### config.mk
export PLATFORM = sky130hd
export DESIGN_NAME = cu_cell
export DESIGN_NICKNAME = d
export VERILOG_FILES = /design/src/rtl/cu_pkg.sv /design/src/rtl/cu_cell.sv
export SDC_FILE = /design/constraint.sdc
export NUM_CORES = 1
export LEC_CHECK = 0
export BUFFER_PORTS_ARGS = -buffer_cell sky130_fd_sc_hd__buf_2
export CORE_ASPECT_RATIO = 1.75
export CORE_MARGIN = 3
export CORE_UTILIZATION = 41
export DETAILED_ROUTE_END_ITERATION = 12
export GPL_TIMING_DRIVEN = 0
export MAX_ROUTING_LAYER = met4
export PLACE_DENSITY = 0.66
export SLEW_MARGIN = 15
export SYNTH_ARGS = -nofsm -noshare
export SYNTH_HDL_FRONTEND = slang
export SYNTH_SLANG_ARGS = --single-unit
export TNS_END_PERCENT = 5
### constraint.sdc
create_clock -name clk -period 16.1 [get_ports clk]
set_clock_uncertainty 0.1 [all_clocks]
set_input_delay 1.61 -clock clk [delete_from_list [all_inputs] [get_ports clk]]
set_output_delay 1.61 -clock clk [all_outputs]
set_load 0.02 [all_outputs]
### src/rtl/cu_pkg.sv
// shared types and constants for the cross usefulness block
`default_nettype none
package cu_pkg;
    typedef enum logic [1:0] {
        REQ_EFFECT  = 2'd0,
        REQ_ALLELE  = 2'd1,
        REQ_CODES   = 2'd2,
        REQ_EVAL    = 2'd3
    } req_t;

    localparam logic [1:0] CFG_PARENTS = 2'd0;
    localparam logic [1:0] CFG_PROGENY = 2'd1;
    localparam logic [1:0] CFG_LOCI    = 2'd2;
    localparam logic [1:0] CFG_BEST    = 2'd3;

    localparam int STORE_PROGENY = 64;
    localparam int CODE_WORDS    = 4;
    localparam int SUM_W         = 48;

    typedef enum logic [3:0] {
        ST_IDLE,
        ST_MAP,
        ST_CLEAR,
        ST_ADDR,
        ST_READ,
        ST_ACC,
        ST_SORT,
        ST_TOTAL,
        ST_DIV,
        ST_OUT
    } state_t;

    // control from sequencer to the accumulating cells
    typedef struct packed {
        logic clear;
        logic acc;
        logic sort_even;
        logic sort_odd;
        logic shift;
    } cell_ctl_t;
endpackage
`default_nettype wire

### src/rtl/cu_cell.sv
// one progeny cell: accumulates its sum, compare-swaps, shifts toward cell zero
`default_nettype none
module cu_cell (
    input  wire logic                      clk,
    input  wire cu_pkg::cell_ctl_t         ctl,
    input  wire logic                      active,
    input  wire logic [1:0]                code_a,
    input  wire logic [1:0]                code_b,
    input  wire logic signed [cu_pkg::SUM_W-1:0] x0,
    input  wire logic signed [cu_pkg::SUM_W-1:0] x1,
    input  wire logic signed [cu_pkg::SUM_W-1:0] x2,
    input  wire logic signed [cu_pkg::SUM_W-1:0] x3,
    input  wire logic signed [cu_pkg::SUM_W-1:0] left_val,
    input  wire logic signed [cu_pkg::SUM_W-1:0] right_val,
    input  wire logic                      is_low,
    input  wire logic                      pair_en,
    input  wire logic                      right_in_range,
    output logic signed [cu_pkg::SUM_W-1:0] val
);
    logic signed [cu_pkg::SUM_W-1:0] val_reg, val_next, pa, pb;

    // allele effect picked by each haplotype code
    always_comb
    begin
        unique case (code_a)
            2'd0: pa = x0;
            2'd1: pa = x1;
            2'd2: pa = x2;
            default: pa = x3;
        endcase
        unique case (code_b)
            2'd0: pb = x0;
            2'd1: pb = x1;
            2'd2: pb = x2;
            default: pb = x3;
        endcase
    end

    // accumulate, sort network step, or shift
    always_comb
    begin
        val_next = val_reg;
        if (ctl.clear)
            val_next = '0;
        else if (ctl.acc && active)
            val_next = val_reg + pa + pb;
        else if ((ctl.sort_even || ctl.sort_odd) && pair_en)
        begin
            if (is_low && right_in_range && right_val > val_reg)
                val_next = right_val;
            else if (!is_low && left_val < val_reg)
                val_next = left_val;
        end
        else if (ctl.shift)
            val_next = right_val;
    end

    always_ff @(posedge clk)
    begin
        val_reg <= val_next;
    end

    assign val = val_reg;
endmodule
`default_nettype wire

* Word level (Yosys, flattened, before mapping)
Index checks and enable logic that the tools add are counted.
Widths: inputs -> output; s select.
** Word-level totals
- Output and inout bits :: 48
- Input port bits :: 302
- Register bits after elaboration :: 48
- Logic and storage cells :: 28
** Operators by class
- Muxes and demuxes :: 7
- $add $sub $neg :: 2
- Reductions and logical operators :: 11
- $lt $le $gt $ge :: 2
- Equal/unequal tests :: 5
** Operators with widths (count)
- $pmux 48 s3 :: 2
- $mux 48 :: 5
- $add 48x48->48 :: 2
- $gt 48x48->1 :: 1
- $lt 48x48->1 :: 1
- $logic_and 1x1->1 :: 5
- $eq 2x1->1 const B :: 2
- $eq 2x2->1 const B :: 2
- $logic_not 2->1 :: 2
- $ne 4x2->1 const B :: 1
- $reduce_bool 3->1 :: 1
- $reduce_and 2->1 :: 1
- $logic_not 1->1 :: 1
- $logic_or 1x1->1 :: 1

* Depth between registers and ports, before layout
Gate-level depths: netlist of run 1.
- Word-level depth :: 6
- Gate-level depth with buffers :: 17
- Depth with buffers taken out :: 16

* Worst setup path after synthesis of run 1
Ideal clock, no wire load.
- Path kind :: input port to flip-flop
- Start point :: input code_b[0]
- End point :: register val_reg (netlist bit val[44])
- Slack :: 9.859 ns
- Data required time :: 15.871 ns
- Stages on the path :: 17
- Path buffers :: 3
- Setup time :: 0.129 ns
- Arrival time :: 6.012 ns
- Path through :: buf_1 -> buf_1 -> mux4_2 -> inv_1 -> fa_1 -> inv_1 -> ha_1 -> clkbuf_1 -> and3_1 -> a221o_1 -> a21oi_1 -> and4b_1 -> o31ai_1 -> a31o_2 -> a2111o_1 -> o2111ai_1 -> o31ai_1
** On the way
- Longest elaborated chain between the ends :: 4
- Elaborated cells on any way between the ends :: 6
- Classes of those cells :: add/sub (1); eq/ne (2); mux (2); reduce/logical (1)
** Ends and longest elaborated chain
- start: declaration :: RTL line cu_cell.sv:8 : input wire logic [1:0] code_b,
- $eq 2x2->1, or another cell as far along :: RTL line cu_cell.sv:31 : unique case (code_b)
- $pmux 48 s3 * :: RTL line cu_cell.sv:31
- $add 48x48->48 * :: RTL line cu_cell.sv:46 : val_next = val_reg + pa + pb;
- $mux 48 * :: RTL line cu_cell.sv:45 : else if (ctl.acc && active)
- end signal: assignment :: RTL line cu_cell.sv:60 : val_reg <= val_next;
- end: declaration :: RTL line cu_cell.sv:20 : logic signed [cu_pkg::SUM_W-1:0] val_reg, val_next, pa, pb;
Every way passes the cells marked *; elsewhere a longest branch is shown, timed or not.
A chain may end at the register's enable or synchronous reset.

* Worst setup path in the final report of run 1
- Start point :: input code_a[0]
- End point :: register val_reg (netlist bit val[44])
** On the way
- Longest elaborated chain between the ends :: 5
- Elaborated cells on any way between the ends :: 7
- Classes of those cells :: add/sub (2); eq/ne (2); mux (2); reduce/logical (1)
** Ends and longest elaborated chain
- start: declaration :: RTL line cu_cell.sv:7 : input wire logic [1:0] code_a,
- $eq 2x2->1, or another cell as far along :: RTL line cu_cell.sv:25 : unique case (code_a)
- $pmux 48 s3 * :: RTL line cu_cell.sv:25
- $add 48x48->48 * (2 in a row) :: RTL line cu_cell.sv:46
- $mux 48 * :: RTL line cu_cell.sv:45
Marks and branches as above.

==> qor.log, run 1 <==
qor: status.run_status completed
qor: sta.final.setup.tns 0 ns
qor: grt.grt_pass1_wl 72.3 mm
qor: logic_synthesis.ys_seq_elements 48
qor: sta.report.final.slew_viol_count 0
qor: critical_path.crit_type in -> reg
qor: grt.number_of_antenna_violations_at_the_first_check_in_global_routing 3
qor: pwr.total_leakage_power 6.98 nW
qor: logic_synthesis.async_reset_ff_share 0%
qor: critical_path.critPathLaunchType input port
qor: logic_synthesis.post_synth_inst_count 1363
qor: logic_synthesis.post_synthesis_net_count 1854
qor: die.placement_rows 81
qor: placed_design.hpwl 41.2 mm
qor: detailed_routing.final_antenna_net_count 0
qor: sta.finalHoldViolations 0
qor: logic_synthesis.synth-edff-count 0
qor: clocking.worstSkewPairLatency 0.32 ns
qor: grt.maximum_number_of_pins_on_one_net_before_global_route_repair 14
qor: grt.grt_overflow 0
qor: logic_synthesis.synth-warning-count 0
qor: cells_and_area.fill_cells 2890
qor: clocking.cts_root_buf clkbuf_16
qor: worst_hold_path.min_path_cells 2
qor: clocking.clkTransAtPathRegs 0.08 ns
qor: worst_hold_path.worst_hold_path_type reg -> reg
qor: sta.grt_setup_unrepaired false
qor: critical_path.worstPathMaxFanout 10
qor: grt.grt_util_all_layers 31.3%
qor: critical_path.crit_path_end_kind flip-flop
qor: die.initial_core_utilization 41.9%
qor: clocking.tritoncts.num_buffers 5
qor: clocking.ctsHtreeMaxLevel 2
qor: detailed_routing.route.detailed.vias_per_inst 5.87
qor: logic_synthesis.avgSynthCellArea 8.66 sq um
qor: placed_design.detailed_place.area 0.0140 sq mm
qor: logic_synthesis.post_synth_instance_area 0.0118 sq mm
qor: sta.fmax 0.138 GHz
qor: clocking.cts-hold-fix-buffers 0
qor: critical_path.data_required_time_of_the_worst_path 16.17 ns
qor: die.dieArea 0.0309 sq mm
qor: clocking.cts_tree yes
qor: detailed_routing.drt-pass1-iter-count 7
qor: die.top_level_ports 350
qor: cells_and_area.layout.cells.most_common buf_2
qor: placed_design.place.port_buffers 348
qor: sta.setup_viol 0
qor: clocking.post-cts-setup-buffers 0
qor: clocking.tritoncts_num_sinks 48
qor: die.vert_die_dim 230 um
qor: pwr.power.density_cell_area 103 mW/mm^2
qor: job.max-cap-violations 0
qor: logic_synthesis.ys_seq_area_share 8.14%
qor: cells_and_area.post_route_cells_drive_above_1_share 30.6%
qor: detailed_routing.route.vias.total 12288
qor: sta.whs 0.393 ns
qor: logic_synthesis.yosys_most_used_dff dfxtp_1
qor: critical_path.worst-endpoint-arrival 7.34 ns
qor: die.dieWidth 134 um
qor: sta.period_share 45.1%
qor: cells_and_area.area_delta_synth_final 20.2%
qor: detailed_routing.post-route-drc-count 0
qor: cells_and_area.largest_reg_flops 48
qor: grt.first_global_vias 13099
qor: sta.slew-limit-headroom 25.2%
qor: cells_and_area.nets 2210
qor: critical_path.worst-r2r-cell-count 13
qor: logic_synthesis.synth_cell_types 77
qor: cells_and_area.final_cell_area 0.0142 sq mm
qor: sta.tightestPinTransition 1.12 ns
qor: cells_and_area.most-common-layout-cells buf_2, inv_1, ha_1
qor: placed_design.gpl.final_weighted_congestion 0.979
qor: clocking.cts.path.max_buffers 2
qor: pwr.power.ir.vdd_worst 0.0459 mV
qor: sta.fin_crit 7.27 ns
qor: detailed_routing.drt_iter0_drcs 753
qor: detailed_routing.avgRoutedWirePerCell 23.1 um
qor: die.core_region_area 0.0282 sq mm
qor: detailed_routing.routed_wirelength 48.3 mm
qor: clocking.cts_resized 0
final cells by class:
class / instances / area, sq um / area share [%]
repair buffers: 349 / 1750 / 12.3
flip-flops and latches: 48 / 961 / 6.77
inverters: 248 / 931 / 6.56
well taps: 373 / 467 / 3.29
diodes: 3 / 7.51 / 0.0529
multi-input cells: 1000 / 9600 / 67.7
clock buffers: 7 / 153 / 1.08
plain buffers: 67 / 318 / 2.24
power breakdown:
group          internal, W  switching, W  leakage (nW)
Clock            0.0000659     0.0000616        0.0760
Combinational     0.000466      0.000711          6.51
Sequential        0.000142     0.0000209         0.398
worst paths after layout:
| kind | endpoint | startpoint | slack, ns |
|---|---|---|---|
| hold reg to reg | val[35] | val[35] | 0.39 |
| setup reg to reg | val[44] | val[6] | 11.35 |
| hold / removal | val[35] | val[35] | 0.39 |
| setup / recovery | val[44] | code_a[0] | 8.83 |
worst max-delay path, stage by stage:
cell and delay [ns]:
buf_2 0.11, buf_1 0.69, buf_1 0.84, mux4_2 0.62, inv_1 0.10, fa_1 0.41
inv_1 0.08, ha_1 0.13, clkbuf_1 0.32, a21oi_1 0.17, nand2_1 0.10, a31oi_1 0.14
or2_2 0.34, o31ai_1 0.79, a31o_2 0.37, a21oi_1 0.08, o2111ai_1 0.27, o31ai_1 0.13
logic make-up after synthesis:
logic type	count (synthesis)	share of synthesized area, %
buf+inv	315	10.6
simple gates	269	11.1
compound gates	358	20.9
fa+ha+maj	189	23.1
flops	48	8.14
mux	146	23.4
xor+xnor	38	2.82
per-layer routing:
| layer | global-route usage, % | vias up | share of wire [%] |
|---|---|---|---|
| met5 | - | - | 0 |
| met4 | 15.4 | 0 | 5.6 |
| met3 | 2.49 | 117 | 4.1 |
| met2 | 60.2 | 483 | 56 |
| met1 | 31.2 | 5976 | 34 |
| li1 | - | 5712 | - |
per-stage QoR:
step	total power [W]	setup WS (ns)	std cells	util, %
2_1_floorplan	0.000987	9.86	1363	-
3_3_place_gp	0.00131	8.01	2084	49.7
3_5_place_dp	0.00132	8.45	2085	49.8
4_1_cts	0.00146	8.73	2092	50.3
5_1_grt	0.00160	8.41	2095	50.4
6_report	0.00147	8.83	2095	50.4
cells in the mapped netlist (8+ instances only):
| library cell | instances | share of area (%) |
|---|---|---|
| a21oi_1 | 99 | 4.2 |
| a2111oi_0 | 9 | 0.67 |
| o32ai_1 | 8 | 0.59 |
| o21a_1 | 12 | 0.76 |
| nor3_1 | 22 | 0.93 |
| o211ai_2 | 13 | 1.4 |
| and3_1 | 8 | 0.42 |
| dfxtp_1 | 48 | 8.1 |
| o211ai_1 | 13 | 0.83 |
| a31oi_1 | 15 | 0.79 |
| buf_1 | 15 | 0.48 |
| clkbuf_1 | 39 | 1.2 |
| mux2_2 | 10 | 0.95 |
| mux4_2 | 96 | 18 |
| ha_1 | 141 | 15 |
| nand2_1 | 82 | 2.6 |
| xnor2_1 | 20 | 1.5 |
| o21ai_0 | 48 | 2.0 |
| nand3_1 | 24 | 1.0 |
| nor4_1 | 8 | 0.42 |
| a211oi_1 | 17 | 1.1 |
| a31o_2 | 10 | 0.74 |
| mux2i_1 | 21 | 1.8 |
| mux2_4 | 16 | 2.0 |
| o31ai_1 | 23 | 1.5 |
| nor2_1 | 65 | 2.1 |
| a21boi_0 | 9 | 0.57 |
| inv_1 | 247 | 7.9 |
| fa_1 | 48 | 8.1 |
| nand4_1 | 20 | 1.1 |
| xor2_1 | 18 | 1.3 |
| a21o_1 | 29 | 1.8 |
No activity file was read; power rests on OpenSTA's default activity.
==> run 2: changes to the inputs <==
- PLACE_DENSITY: 0.66 -> 0.68
- clock period: 16.1 -> 6.1 ns (I/O delays scaled with it)
==> run 2 against run 1 <==
  * Critical path depth shrank 1
  * Combinational power rose to 2.7 times the previous value
  * Non-clock buffer count unchanged
  * Register-to-register slack worse by 10 ns
  * Core utilization grew 0.13 points
  * Worst setup slack got worse by 8.5 ns
  * Global-route usage up 0.65 points
  * Sequential power grew to 2.7 times the previous value
  * Routed wire length rose by 2.2%
==> qor.log, run 2 (synthesis results as in run 1) <==
qor: clocking.post-cts-setup-buffers 0
qor: clocking.clkTransAtPathRegs 0.08 ns
qor: pwr.overall_power 0.00395 W
qor: cells_and_area.finish.cell_count_without_fillers 2096
qor: sta.fin_crit 5.78 ns
qor: sta.slew-limit-headroom 23.8%
qor: sta.tightestPinTransition 1.14 ns
qor: die.top_level_ports 350
qor: detailed_routing.avgRoutedWirePerCell 23.6 um
qor: cells_and_area.fill_cells 2827
qor: detailed_routing.post-route-drc-count 0
qor: detailed_routing.final_antenna_net_count 0
qor: grt.grt_overflow 0
qor: cells_and_area.area_delta_synth_final 20.5%
qor: sta.fmax 0.173 GHz
qor: die.placement_rows 81
qor: critical_path.crit_type in -> reg
qor: grt.grt_pass1_wl 73.4 mm
qor: die.initial_core_utilization 41.9%
qor: pwr.clockPowerShare 9.1%
qor: status.run_status completed
qor: grt.number_of_antenna_violations_at_the_first_check_in_global_routing 3
qor: die.dieWidth 134 um
qor: sta.grt_setup_unrepaired false
qor: clocking.ctsHtreeMaxLevel 2
qor: clocking.cts_root_buf clkbuf_16
qor: detailed_routing.route.detailed.vias_per_inst 5.90
qor: sta.report.final.slew_viol_count 0
qor: cells_and_area.largest_reg_flops 48
qor: die.vert_die_dim 230 um
qor: placed_design.gpl.final_weighted_congestion 0.980
qor: clocking.cts_tree yes
qor: sta.final.setup.tns 0 ns
qor: pwr.total_leakage_power 7.00 nW
qor: clocking.worstSkewPairLatency 0.33 ns
qor: pwr.p_sw_share 54.2%
qor: clocking.tritoncts.num_buffers 5
qor: detailed_routing.drt_iter0_drcs 709
qor: pwr.internal-power 0.00181 W
qor: pwr.power.density_cell_area 277 mW/mm^2
qor: placed_design.place.port_buffers 348
qor: grt.first_global_vias 13224
qor: sta.period_share 94.7%
qor: grt.grt_util_all_layers 32.0%
qor: worst_hold_path.worst_hold_path_type reg -> reg
qor: critical_path.worst-endpoint-arrival 5.94 ns
qor: cells_and_area.layout.cells.most_common buf_2
qor: critical_path.data_required_time_of_the_worst_path 6.27 ns
qor: grt.maximum_number_of_pins_on_one_net_before_global_route_repair 15
qor: clocking.cts-hold-fix-buffers 0
qor: pwr.power.ir.vdd_worst 0.147 mV
qor: placed_design.placed_cells 2085
qor: cells_and_area.nets 2210
qor: die.dieArea 0.0309 sq mm
qor: sta.finalHoldViolations 0
qor: pwr.power.share.combinational 79.9%
qor: pwr.power.sequential.fraction 11.0%
qor: critical_path.critPathLaunchType input port
qor: placed_design.hpwl 41.9 mm
qor: job.max-cap-violations 0
qor: critical_path.crit_path_end_kind flip-flop
qor: die.core_region_area 0.0282 sq mm
qor: clocking.cts.path.max_buffers 2
qor: pwr.switchingPower 0.00214 W
qor: detailed_routing.routed_wirelength 49.4 mm
qor: detailed_routing.route.vias.total 12363
qor: cells_and_area.most-common-layout-cells buf_2, inv_1, ha_1
qor: clocking.tritoncts_num_sinks 48
qor: detailed_routing.drt-pass1-iter-count 7
qor: sta.setup_viol 0
qor: cells_and_area.post_route_cells_drive_above_1_share 30.9%
qor: critical_path.worstPathMaxFanout 10
[run 2: cell type report]
cell class              count  area, sq um  area share (%)
well taps                 373          467            3.28
clock inverters             2         35.0           0.246
multi-input cells        1000         9610            67.5
clock buffers               6          129           0.906
inverters                 248          931            6.54
diodes                      3         7.51          0.0528
repair buffers            349         1750            12.3
plain buffers              67          338            2.37
flip-flops and latches     48          961            6.76
[run 2: timing repair]
action | in CTS | in global routing
endpoints found under the setup margin | 4 | 7
gates resized for setup | 6 | 5
pin swaps | 0 | 0
[run 2: worst paths after layout]
check	start	end	slack [ns]	cells past startpoint
worst max-delay path	code_b[1]	val[28]	0.32	17
worst min-delay path	val[35]	val[35]	0.38	2
worst max register to register	val[43]	val[24]	1.27	13
worst min register to register	val[35]	val[35]	0.38	2
[run 2: per-stage QoR]
stage               hold slack (ns)  setup WS (ns)  area, sq um  util [%]
CTS                           0.377         0.0875        14200      50.4
floorplan                     0.442          0.859        11800         -
finish                        0.378          0.323        14200      50.5
global route                  0.401         0.0796        14200      50.5
global placement              0.369          -1.01        14000      49.7
detailed placement            0.366         -0.558        14000      49.8
[run 2: critical path: stages]
cell	delay (ns)
buf_2	0.10
clkbuf_1	0.52
clkbuf_2	0.55
mux4_2	0.30
inv_1	0.05
fa_1	0.49
inv_1	0.05
ha_1	0.27
clkbuf_1	0.34
nand4_1	0.21
a2111o_1	0.45
and4b_1	0.31
o31ai_2	0.55
xor2_1	0.19
nor2_1	0.07
a2111oi_0	0.68
a31o_2	0.20
[run 2: per-layer routing]
| layer | share of wire, % | track usage (%) | routed length, um | vias to the layer above |
|---|---|---|---|---|
| met3 | 4.5 | 3.64 | 2240 | 139 |
| li1 | - | - | - | 5725 |
| met1 | 33 | 30.7 | 16500 | 6021 |
| met2 | 56 | 61.2 | 27600 | 478 |
| met5 | 0 | - | 0 | - |
| met4 | 6.3 | 17.3 | 3090 | 0 |
[run 2: power by group through the flow]
| stage | clock (W) | combinational, W | sequential (W) |
|---|---|---|---|
| after floorplan | 0 | 0.00211 | 0.000495 |
| after global placement | 0 | 0.00307 | 0.000436 |
| after detailed placement | 0 | 0.00309 | 0.000438 |
| after CTS | 0.000363 | 0.00312 | 0.000431 |
| after global routing | 0.000370 | 0.00346 | 0.000437 |
| final | 0.000360 | 0.00315 | 0.000433 |
