--- src/rtl/cu_pkg.sv ---
// shared types and constants for the cross usefulness block
`default_nettype none
package cu_pkg;
    typedef enum logic [1:0] {
        REQ_EFFECT  = 2'd0,
        REQ_ALLELE  = 2'd1,
        REQ_CODES   = 2'd2,
        REQ_EVAL    = 2'd3
    } req_t;

    localparam logic [1:0] CFG_PARENTS = 2'd0;
    localparam logic [1:0] CFG_PROGENY = 2'd1;
    localparam logic [1:0] CFG_LOCI    = 2'd2;
    localparam logic [1:0] CFG_BEST    = 2'd3;

    localparam int STORE_PROGENY = 64;
    localparam int CODE_WORDS    = 4;
    localparam int SUM_W         = 48;

    typedef enum logic [3:0] {
        ST_IDLE,
        ST_MAP,
        ST_CLEAR,
        ST_ADDR,
        ST_READ,
        ST_ACC,
        ST_SORT,
        ST_TOTAL,
        ST_DIV,
        ST_OUT
    } state_t;

    // control from sequencer to the accumulating cells
    typedef struct packed {
        logic clear;
        logic acc;
        logic sort_even;
        logic sort_odd;
        logic shift;
    } cell_ctl_t;
endpackage
`default_nettype wire

--- src/rtl/cu_div.sv ---
// restoring divider of a signed total by a small count, one bit a cycle
`default_nettype none
module cu_div (
    input  wire logic                           clk,
    input  wire logic                           rst_n,
    input  wire logic                           start,
    input  wire logic signed [cu_pkg::SUM_W-1:0] dividend,
    input  wire logic [8:0]                     divisor,
    output logic                                done,
    output logic signed [cu_pkg::SUM_W-1:0]     quotient
);
    localparam int W = cu_pkg::SUM_W;
    logic [W-1:0] q_reg, q_next, mag;
    logic [9:0]   rem_reg, rem_next, trial;
    logic [5:0]   cnt_reg, cnt_next;
    logic         busy_reg, busy_next, neg_reg, neg_next;

    assign mag = dividend[W-1] ? W'(-dividend) : W'(dividend);
    assign trial = {rem_reg[8:0], q_reg[W-1]};

    // shift-subtract step
    always_comb
    begin
        q_next = q_reg;
        rem_next = rem_reg;
        cnt_next = cnt_reg;
        busy_next = busy_reg;
        neg_next = neg_reg;
        if (start)
        begin
            q_next = mag;
            rem_next = '0;
            cnt_next = 6'(W);
            busy_next = 1'b1;
            neg_next = dividend[W-1];
        end
        else if (busy_reg)
        begin
            if (trial >= {1'b0, divisor})
            begin
                rem_next = trial - {1'b0, divisor};
                q_next = {q_reg[W-2:0], 1'b1};
            end
            else
            begin
                rem_next = trial;
                q_next = {q_reg[W-2:0], 1'b0};
            end
            cnt_next = cnt_reg - 6'd1;
            if (cnt_reg == 6'd1)
                busy_next = 1'b0;
        end
    end

    always_ff @(posedge clk or negedge rst_n)
    begin
        if (!rst_n)
        begin
            busy_reg <= 1'b0;
            cnt_reg <= '0;
        end
        else
        begin
            busy_reg <= busy_next;
            cnt_reg <= cnt_next;
        end
    end

    always_ff @(posedge clk)
    begin
        q_reg <= q_next;
        rem_reg <= rem_next;
        neg_reg <= neg_next;
    end

    assign done = busy_reg && (cnt_reg == 6'd1);
    assign quotient = neg_reg ? W'(-q_next) : W'(q_next);
endmodule
`default_nettype wire

--- config.mk ---
export PLATFORM = sky130hd
export DESIGN_NAME = cu_div
export DESIGN_NICKNAME = d
export VERILOG_FILES = /design/src/rtl/cu_pkg.sv /design/src/rtl/cu_div.sv
export SDC_FILE = /design/constraint.sdc
export NUM_CORES = 1
export LEC_CHECK = 0
export BUFFER_PORTS_ARGS = -buffer_cell sky130_fd_sc_hd__buf_4
export CAP_MARGIN = 20
export CORE_MARGIN = 1.5
export CORE_UTILIZATION = 60
export CTS_CLUSTER_DIAMETER = 150
export DETAILED_ROUTE_END_ITERATION = 16
export PLACE_DENSITY_LB_ADDON = 0.15
export SLEW_MARGIN = 30
export SYNTH_ARGS = -nofsm -noshare
export SYNTH_HDL_FRONTEND = slang
export SYNTH_SLANG_ARGS = --single-unit
--- constraint.sdc ---
create_clock -name clk -period 6.4 [get_ports clk]
set_input_delay 0.32 -clock clk [delete_from_list [all_inputs] [get_ports clk]]
set_output_delay 0.32 -clock clk [all_outputs]
set_load 0.005 [all_outputs]
# Word level (Yosys, flattened, before mapping)
# Cells that the tools add are included.
dict set report classes {
  n_lt_le_gt_ge 1
  eq_ne 1
  n_mux 11
  n_addsub 4
  n_reduce_logical 2
}
# cell n
set ops {}
lappend ops {{48-bit 2-to-1 mux} 4}
lappend ops {{48-bit negation} 2}
lappend ops {{6-bit 2-to-1 mux} 2}
lappend ops {{10-bit by 9-bit >= comparator with 1-bit output} 1}
lappend ops {{9-bit 2-to-1 mux} 1}
lappend ops {{9-bit subtractor} 1}
lappend ops {{6-bit by 1-bit equality test with 1-bit output, second input constant} 1}
lappend ops {{6-bit by 1-bit subtractor with 6-bit output, second input constant} 1}
lappend ops {{1-bit 2-to-1 mux} 4}
lappend ops {{2-bit nonzero test} 1}
lappend ops {{1-bit logical AND} 1}
dict set report word_totals {
  register_bits 65
  wordCells 24
  input_bits 60
}

# Longest topological paths before layout
# Gate-level depths: netlist of the first run.
dict set report depth {
  depth_word 6
  depth_mapped 13
  depth_no_buf 13
}

# Worst setup path after synthesis of the first run
# Ideal clock, no wire load.
dict set report synth_path {
  path_kind {in2out}
  start {in dividend[0] in the netlist's numbering}
  end {out quotient[43] in the netlist's numbering}
  n_path_buf 0
  stages 12
  required_ns 6.080
  arrival_time_ns 3.361
  slack_ns 2.719
  path_cell_list {inv_1 -> ha_1 -> nor3b_2 -> nand4_2 -> o221ai_1 -> o31ai_1 -> nor4_2 -> nand3_2 -> or3_4 -> or4_4 -> o31ai_2 -> xnor2_1}
}
dict set report synth_between {
  elab_chain_len 5
}
# item line
set synth_rtl {}
lappend synth_rtl {{start: declaration} cu_div.sv:7} ;# input wire logic signed [cu_pkg::SUM_W-1:0] dividend,
lappend synth_rtl {{48-bit negation} cu_div.sv:18} ;# assign mag = dividend[W-1] ? W'(-dividend) : W'(dividend);
lappend synth_rtl {{48-bit 2-to-1 mux} cu_div.sv:18}
lappend synth_rtl {{48-bit 2-to-1 mux} cu_div.sv:29} ;# if (start)
lappend synth_rtl {{named net q_next[14]} cu_div.sv:13} ;# logic [W-1:0] q_reg, q_next, mag;
lappend synth_rtl {{48-bit negation} cu_div.sv:77} ;# assign quotient = neg_reg ? W'(-q_next) : W'(q_next);
lappend synth_rtl {{48-bit 2-to-1 mux} cu_div.sv:77}
lappend synth_rtl {{end: declaration} cu_div.sv:10} ;# output logic signed [cu_pkg::SUM_W-1:0] quotient
# The timed path passes the listed nets, and every way through them passes these cells.

# Worst setup path in the final report of the first run
dict set report layout_path {
  start {reg busy_reg}
  end {out quotient[42] in the netlist's numbering}
}
dict set report layout_between {
  elab_chain_len 4
}
# item line
set layout_rtl {}
lappend layout_rtl {{start: declaration} cu_div.sv:16} ;# logic busy_reg, busy_next, neg_reg, neg_next;
lappend layout_rtl {{start signal: assignment} cu_div.sv:64} ;# busy_reg <= busy_next;
lappend layout_rtl {{48-bit 2-to-1 mux} cu_div.sv:37} ;# else if (busy_reg)
lappend layout_rtl {{48-bit 2-to-1 mux} cu_div.sv:29}
lappend layout_rtl {{named net q_next[27]} cu_div.sv:13}
lappend layout_rtl {{48-bit negation} cu_div.sv:77}
lappend layout_rtl {{48-bit 2-to-1 mux} cu_div.sv:77}
# The timed path passes the listed nets, and every way through them passes these cells.

==> results.py, run 1 <==
metrics = {
    "run_status": {
        "outcome": "finished clean",
    },
    "cts": {
        "clockBufferDepth": 2,
        "htree_levels": 3,
        "worstSkewPairLatency_ns": 0.35,
        "ctsRootBufferMaster": "clkbuf_8",
        "post_cts_resized": 0,
        "cts_setup_buffers": 0,
        "cts_made_buffers": 9,
        "clk_pin_slew_worst_paths_ns": 0.08,
        "clock_sinks": 65,
        "cts_tree": "built",
        "cts_hold_buf": 1,
    },
    "synth": {
        "synth_compound_area_share_pct": 24.60,
        "synth.most_common_cell": "xnor2_1",
        "synth_common_cells": "xnor2_1 (63), dfxtp_1 (57), nand2_1 (53)",
        "synth_edf_count": 1,
        "syn_area_um2": 5886,
        "seq_area_frac_synth_pct": 22.87,
        "netlist_top_cells_area": "dfxtp_1 (19%), xnor2_1 (9.4%), a211oi_1 (4.5%), a21oi_1 (3.9%), xor2_1 (3.6%)",
        "yosys.area_share.adder_pct": 2.891,
        "yosys.area_share.simple_pct": 26.98,
        "async_flop_share_pct": 10.77,
        "netlist.area_leader.share_pct": 19.39,
        "synth_mux_area_share_pct": 4.826,
        "syn_nets": 806,
        "synth_area_per_cell_um2": 8.030,
        "yosys.area.top_type": "dfxtp_1",
        "synth_seq_cells": 65,
        "synth_xor_area_share_pct": 12.95,
        "synth_warnings": 0,
        "synth.distinct_cells": 82,
        "synth_top_family_by_area": "simple AND/OR/NAND/NOR gates",
        "ys.flop_type": "dfxtp_1",
        "syn_inst": 733,
    },
    "route": {
        "drt_pass1_iterations": 5,
        "ant_nets": 0,
        "drc": 0,
        "wl_per_cell_um": 18.41,
        "vias_per_cell": 6.507,
        "drt_wl_total_um": 17380,
        "vias": 6143,
        "initialDrtViolationCount": 434,
    },
    "sta": {
        "hold_violations": 0,
        "setup-violations-final": 0,
        "setup-tns-final_ns": 0,
        "whs_ns": 0.2994,
        "max_slew_margin_pct": 36.92,
        "post-route-period-util_pct": 73.65,
        "fin_worst_skew_ns": 0.01261,
        "worst_pin_slew_ns": 0.9452,
        "timing.final.max_slew_violations": 0,
        "setup_ws_ns": 1.687,
        "grt_setup_unrepaired": "false",
        "fmax_mhz": 212.2,
        "layout_min_cycle_time_ns": 4.714,
    },
    "worst_setup_path": {
        "critPathCaptureType": "output port",
        "arrival_ns": 4.39,
        "cp_slowest_stage_delay_ns": 0.87,
        "cp_cell_sequence": "buf_4, nor2b_1, a211oi_1, a211oi_1, a211oi_1, nand3_1, or3_1, o41ai_1, xnor2_1, buf_4",
        "required_ns": 6.08,
        "path_common_cell": "a211oi_1",
        "slowest_stage": "dfrtp_2",
        "critPathMaxFanout": 53,
        "worstSetupPathType": "flop to output port",
        "r2r_setup_slack_ns": 3.91,
        "start_kind": "flop",
    },
    "global_routing": {
        "antenna_found_initial": 0,
        "grt_pass1_wl_um": 27610,
        "grt_max_degree": 81,
        "overflow": 0,
        "gr-usage-all-layers_pct": 33.48,
        "first_global_vias": 5712,
    },
    "place": {
        "place_area_um2": 6688,
        "hpwl_um": 12840,
        "place.gp.congestion": 0.9694,
        "portBuffers": 108,
        "pre_cts_ws_ns": 1.759,
    },
    "floorplanning": {
        "fp.dieW_um": 102.0,
        "io_pins": 109,
        "coreArea_um2": 9371,
        "rows": 35,
        "die_h_um": 102.0,
        "floorplan.die_area_um2": 10410,
        "initial_core_util_pct": 62.80,
    },
    "run": {
        "max_cap_viol_count": 0,
    },
    "cells_and_area": {
        "design_area_um2": 6899,
        "post_route_cells_drive_above_1_share_pct": 22.58,
        "largest_reg_flops": 48,
        "synthToLayoutAreaGrowth_pct": 17.22,
        "nets": 883,
        "diodes": 0,
    },
    "pwr": {
        "p_per_area_nw_per_um2": 221.9,
        "total_power_w": 0.001531,
        "ir_drop_mv": 0.1126,
        "power.leakage_nw": 2.687,
    },
    "hold_path": {
        "hp-class": "input port to asynchronous set/reset pin",
    },
}
==> layout make-up <==
| type | count | area (µm²) |
|---|---|---|
| clock buffers | 11 | 141.4 |
| clock inverters | 5 | 53.80 |
| fillers | 776 | 2472 |
| inverters | 24 | 90.09 |
| multi-input cells | 598 | 4262 |
| flip-flops and latches | 65 | 1348 |
| well taps | 129 | 161.4 |
| repair buffers | 112 | 843.3 |
==> path summary, 6_finish.rpt <==
check | startpoint | end | cells after the start
min reg2reg | rem_reg[6] | rem_reg[6] | 2
max reg2reg | q_reg[47] | q_reg[0] | 9
max in group asynchronous | rst_n | busy_reg | 2
min | rst_n | cnt_reg[2] | 2
min in group clk | dividend[35] | q_reg[35] | 2
max | busy_reg | quotient[42] | 10
==> stage by stage <==
| stage | std cells | util [%] |
|---|---|---|
| after CTS | 944 | 73.55 |
| after global routing | 944 | 73.62 |
| final | 944 | 73.62 |
| after global placement | 927 | 71.32 |
| after detailed placement | 927 | 71.36 |
| after floorplan | 733 | - |
==> cell usage in the layout, fill, tap and decap left out, types with 15 or more instances in the layout <==
master and instances:
a211oi_1 35, a21oi_1 46, buf_4 111, dfxtp_1 57
inv_1 23, mux2i_1 16, nand2_1 53, nor2_1 45
nor2b_1 23, nor3_1 19, nor4_1 21, o21ai_0 37
o31ai_1 15, xnor2_1 63, xor2_1 24
==> per-layer routing <==
layer	global-route usage, %	part of all wire (%)	up-vias	wire (µm)
met1	40.50	40	2900	6971
met2	57.06	48	308	8409
li1	-	-	2868	-
met4	19.18	4.5	0	781
met5	0	0	-	0
met3	4.514	7.0	67	1219
==> cell families after synthesis <==
kind of cell,after synthesis
AND/OR/NAND/NOR,264
multiplexers,27
XOR/XNOR,87
adder cells (fa/ha/maj),13
flip-flops,65
AO/OA/AOI/OAI,207
buffers and inverters,70
==> worst max-delay path: cells and delay by family, from the launching register on <==
kind,cells,cell delay (ns)
xor+xnor,1,0.19
flops,1,0.87
compound gates,4,1.40
simple gates,3,0.79
buf+inv,2,0.76
==> where the power goes <==
group | leakage, nW | internal, W | switching [W]
Combinational | 2.02 | 0.000309 | 0.000343
Clock | 0.0996 | 0.000190 | 0.000174
Sequential | 0.566 | 0.000472 | 0.0000443
(Power assumes the default switching activity.)
==> run 2: changes to the inputs <==
CORE_UTILIZATION = 52   (was 60)
clock period = 4.3 ns   (was 6.4 ns; I/O delays follow)
==> results.py, run 2 (synthesis gave the netlist of run 1 again) <==
metrics = {
    "global_routing": {
        "gr-usage-all-layers_pct": 30.44,
        "grt_use_met1_pct": 37.32,
        "grtUsageMet3_pct": 6.698,
        "top_usage_layer": "met2",
        "antenna_found_initial": 0,
        "first_global_vias": 5791,
        "grt_pass1_wl_um": 28170,
        "overflow": 0,
        "gr-usage-met2_pct": 51.20,
        "grt_max_degree": 44,
    },
    "cts": {
        "ctsRootBufferMaster": "clkbuf_16",
        "cts_made_buffers": 9,
        "cts_setup_buffers": 0,
        "clockBufferDepth": 2,
        "worstSkewPairLatency_ns": 0.34,
        "cts_tree": "built",
        "clk_pin_slew_worst_paths_ns": 0.06,
        "htree_levels": 3,
        "clock_sinks": 65,
    },
    "cells_and_area": {
        "final_cell_mix": "buf_4 (138), xnor2_1 (63), dfxtp_1 (57)",
        "fillCellCount": 959,
        "finish.utilization_pct": 66.17,
        "nets": 911,
        "largest_reg_flops": 48,
        "synthToLayoutAreaGrowth_pct": 22.94,
        "diodes": 0,
        "final_common_cell": "buf_4",
        "post_route_cells_drive_above_1_share_pct": 25.03,
    },
    "floorplanning": {
        "die_h_um": 109.4,
        "rows": 38,
        "io_pins": 109,
        "floorplan.die_area_um2": 11970,
        "coreArea_um2": 10940,
        "initial_core_util_pct": 53.82,
        "fp.dieW_um": 109.4,
    },
    "place": {
        "portBuffers": 108,
        "hpwl_um": 13670,
        "place.gp.congestion": 0.9542,
        "pre_cts_ws_ns": 0.3521,
    },
    "worst_setup_path": {
        "endpoint": "quotient[43]",
        "worstSetupPathType": "flop to output port",
        "critPathCaptureType": "output port",
        "arrival_ns": 3.89,
        "r2r_setup_slack_ns": 1.81,
        "start_kind": "flop",
        "r2r-end": "rem_reg[8]",
        "crit_path_start": "busy_reg",
        "critPathMaxFanout": 25,
        "required_ns": 4.09,
        "reg2regPathDepth": 13,
        "timing.rr.start": "q_reg[47]",
    },
    "sta": {
        "setup-tns-final_ns": 0,
        "max_slew_margin_pct": 36.64,
        "timing.final.max_slew_violations": 0,
        "hold_violations": 0,
        "fin_worst_skew_ns": 0.003149,
        "grt_setup_unrepaired": "false",
        "setup_ws_ns": 0.1956,
        "layout_min_cycle_time_ns": 4.104,
        "setup-violations-final": 0,
        "post-route-period-util_pct": 95.45,
        "fmax_mhz": 243.6,
        "worst_pin_slew_ns": 0.9504,
    },
    "route": {
        "drt_wl_total_um": 18030,
        "wl_per_cell_um": 18.34,
        "ant_nets": 0,
        "drc": 0,
        "drt_pass1_iterations": 7,
        "initialDrtViolationCount": 351,
        "vias": 6173,
        "vias_per_cell": 6.280,
    },
    "pwr": {
        "power.leakage_nw": 2.866,
        "ir_drop_mv": 0.3919,
        "p_per_area_nw_per_um2": 347.0,
    },
    "run": {
        "max_cap_viol_count": 0,
    },
    "hold_path": {
        "hp-class": "input port to asynchronous set/reset pin",
    },
    "run_status": {
        "outcome": "finished clean",
    },
}
run 2: cell count changes in the layout (fill, tap and decap cells not counted), sizes merged:
cell,change
buf,+28
clkbuf,+1
clkinv,-2
clkinvlp,+2
inv,-1
run 2: how the worst min path moves through the flow:
stage / startpoint / slack (ns) / end
2_1_floorplan: rst_n / -0.08 / busy_reg
3_3_place_gp: rst_n / 0.03 / cnt_reg[2]
3_5_place_dp: rst_n / 0.03 / cnt_reg[2]
4_1_cts: rst_n / 0.21 / cnt_reg[1]
5_1_grt: rst_n / 0.25 / cnt_reg[2]
6_report: rst_n / 0.22 / cnt_reg[2]
run 2: final cells by class:
class | count | area [µm²] | share of cell area (%)
clock buffers | 12 | 246.5 | 3.407
inverters | 24 | 90.09 | 1.245
well taps | 140 | 175.2 | 2.421
clock inverters | 4 | 52.55 | 0.7263
flip-flops and latches | 65 | 1350 | 18.66
repair buffers | 140 | 1066 | 14.73
multi-input cells | 598 | 4255 | 58.81
run 2: worst max-delay path: stages (launching register included):
cell      delay (ns)
dfrtp_4         0.63
buf_4           0.28
mux2i_1         0.23
nand2_1         0.07
o221ai_1        0.10
a311oi_1        0.11
nor4_2          0.39
nand3_2         0.18
or3_4           0.44
or4_4           0.53
o31ai_2         0.25
xnor2_1         0.16
buf_4           0.14
run 2: routing by layer:
| layer | wire [µm] | vias up |
|---|---|---|
| li1 | - | 2937 |
| met1 | 7554 | 2953 |
| met2 | 8817 | 239 |
| met3 | 1087 | 44 |
| met4 | 566 | 0 |
| met5 | 0 | - |
run 2: power breakdown:
part | total (W) | leakage [nW] | switching, W | internal (W)
combinational | 0.000987 | 2.16 | 0.000512 | 0.000476
clock | 0.000750 | 0.135 | 0.000285 | 0.000465
sequential | 0.000774 | 0.566 | 0.0000710 | 0.000703
total | 0.00251 | 2.87 | 0.000868 | 0.00164
run 2: per-stage QoR:
| stage | std cells | hold WS [ns] | instance area, µm² | power (W) |
|---|---|---|---|---|
| after CTS | 983 | 0.2122 | 7233 | 0.002516 |
| after floorplan | 733 | -0.08059 | 5886 | 0.001387 |
| after global placement | 966 | 0.02978 | 6920 | 0.001731 |
| final | 983 | 0.2168 | 7236 | 0.002511 |
| after detailed placement | 966 | 0.03278 | 6924 | 0.001756 |
| after global routing | 983 | 0.2470 | 7236 | 0.002649 |
run 2: timing repair:
item                                    4_1_cts  5_1_grt
endpoints found under the setup margin        0        2
gates resized for setup                       0        1
endpoints found under the hold margin         7        0
hold buffers                                  1        0
==> run 3: changes to the inputs <==
CORE_UTILIZATION = 60   (was 52)
CTS_CLUSTER_SIZE = 25   (was unset)
SKIP_LAST_GASP = 1   (was unset)
clock period = 5 ns   (was 4.3 ns; I/O delays follow)
==> results.py, run 3 (synthesis gave the netlist of run 1 again) <==
metrics = {
    "cells_and_area": {
        "fin_cells": 952,
        "final_cell_mix": "buf_4 (119), xnor2_1 (63), dfxtp_1 (57)",
        "diodes": 0,
        "nets": 891,
        "final_common_cell": "buf_4",
        "post_route_cells_drive_above_1_share_pct": 23.33,
        "design_area_um2": 6929,
        "largest_reg_flops": 48,
        "synthToLayoutAreaGrowth_pct": 17.73,
    },
    "route": {
        "wl_per_cell_um": 18.39,
        "initialDrtViolationCount": 294,
        "vias": 6097,
        "drt_wl_total_um": 17510,
        "ant_nets": 0,
        "drt_pass1_iterations": 7,
        "drc": 0,
        "vias_per_cell": 6.404,
    },
    "sta": {
        "grt_setup_unrepaired": "false",
        "hold_violations": 0,
        "layout_min_cycle_time_ns": 4.409,
        "whs_ns": 0.2129,
        "fin_worst_skew_ns": 0.01289,
        "timing.final.max_slew_violations": 0,
        "setup-violations-final": 0,
        "max_slew_margin_pct": 42.06,
        "setup-tns-final_ns": 0,
        "worst_pin_slew_ns": 0.8691,
        "post-route-period-util_pct": 88.18,
        "fmax_mhz": 226.8,
    },
    "cts": {
        "post_cts_resized": 0,
        "cts_setup_buffers": 0,
        "ctsRootBufferMaster": "clkbuf_8",
        "cts_made_buffers": 9,
        "clk_pin_slew_worst_paths_ns": 0.09,
        "worstSkewPairLatency_ns": 0.37,
        "cts_hold_buf": 1,
        "clock_sinks": 65,
        "htree_levels": 3,
        "clockBufferDepth": 2,
        "cts_tree": "built",
    },
    "worst_setup_path": {
        "arrival_ns": 4.16,
        "crit_path_start": "busy_reg",
        "required_ns": 4.75,
        "r2r_setup_slack_ns": 2.49,
        "critPathMaxFanout": 45,
        "reg2regPathDepth": 13,
        "worstSetupPathType": "flop to output port",
        "start_kind": "flop",
        "timing.rr.start": "q_reg[47]",
        "critPathCaptureType": "output port",
        "r2r-end": "rem_reg[8]",
    },
    "pwr": {
        "p_clk_share_pct": 21.8,
        "power_switching_w": 0.0007373,
        "ir_drop_mv": 0.2004,
        "p_int_w": 0.001184,
        "seqPwrFrac_pct": 34.5,
        "total_power_w": 0.001921,
        "sw_frac_of_total_pct": 38.38,
        "power.leakage_nw": 2.710,
        "combPwrFrac_pct": 43.7,
        "p_per_area_nw_per_um2": 277.2,
    },
    "global_routing": {
        "gr-usage-all-layers_pct": 34.01,
        "first_global_vias": 5780,
        "antenna_found_initial": 0,
        "grt_pass1_wl_um": 27980,
        "overflow": 0,
        "grt_max_degree": 59,
    },
    "place": {
        "placed_cells": 935,
        "place.gp.congestion": 0.9322,
        "portBuffers": 108,
        "hpwl_um": 12950,
        "place_area_um2": 6748,
    },
    "floorplanning": {
        "fp.dieW_um": 102.0,
        "floorplan.die_area_um2": 10410,
        "rows": 35,
        "die_h_um": 102.0,
        "initial_core_util_pct": 62.80,
        "io_pins": 109,
        "coreArea_um2": 9371,
    },
    "hold_path": {
        "hp-class": "input port to asynchronous set/reset pin",
    },
    "run_status": {
        "outcome": "finished clean",
    },
    "run": {
        "max_cap_viol_count": 0,
    },
}
-- run 3: cell types whose count changed in the layout (fill, tap and decap cells not counted), sizes merged --
cell and delta:
buf -20, clkinv +4, bufinv -1, clkbuf -2
clkinvlp -2, inv +1
-- run 3: critical path: stages (launching register included) --
cell and delay, ns:
dfrtp_2 0.92, mux2_2 0.43, o221ai_1 0.17, o31ai_1 0.21, nor4_2 0.40, nand3_2 0.18, or3_4 0.42, or4_4 0.51
o31ai_2 0.25, xnor2_1 0.15, buf_4 0.13
-- run 3: per-layer routing --
layer,GRT usage [%],vias to the layer above,share of wire [%]
met5,0,-,0
met4,15.70,0,3.3
met3,5.951,52,6.3
met2,58.99,247,50
met1,40.92,2908,41
li1,-,2890,-
-- run 3: through the flow --
step	util (%)	setup slack (ns)
after floorplan	-	1.459
after global placement	71.96	0.8172
after detailed placement	72.00	0.7905
after CTS	73.94	0.6153
after global routing	73.94	0.4016
final	73.94	0.5911
-- run 3: power by group through the flow --
stage / combinational, W / clock (W) / sequential (W)
after floorplan: 0.000540 / 0 / 0.000653
after global placement: 0.000802 / 0 / 0.000666
after detailed placement: 0.000829 / 0 / 0.000670
after CTS: 0.000835 / 0.000422 / 0.000659
after global routing: 0.000919 / 0.000443 / 0.000670
final: 0.000840 / 0.000419 / 0.000662
-- run 3: final cells by class --
type / count / area (µm²)
clock buffers: 10 / 127.6
clock inverters: 6 / 43.79
fillers: 767 / 2442
inverters: 24 / 90.09
multi-input cells: 598 / 4255
flip-flops and latches: 65 / 1348
well taps: 129 / 161.4
repair buffers: 120 / 903.4
-- run 3: worst max path at each step --
stage / endpoint / depth (start not counted) / slack [ns]
final: quotient[43] / 10 / 0.59
after global routing: quotient[43] / 10 / 0.40
after CTS: quotient[43] / 10 / 0.62
after detailed placement: quotient[43] / 14 / 0.79
after global placement: quotient[47] / 12 / 0.82
after floorplan: quotient[43] / 12 / 1.46
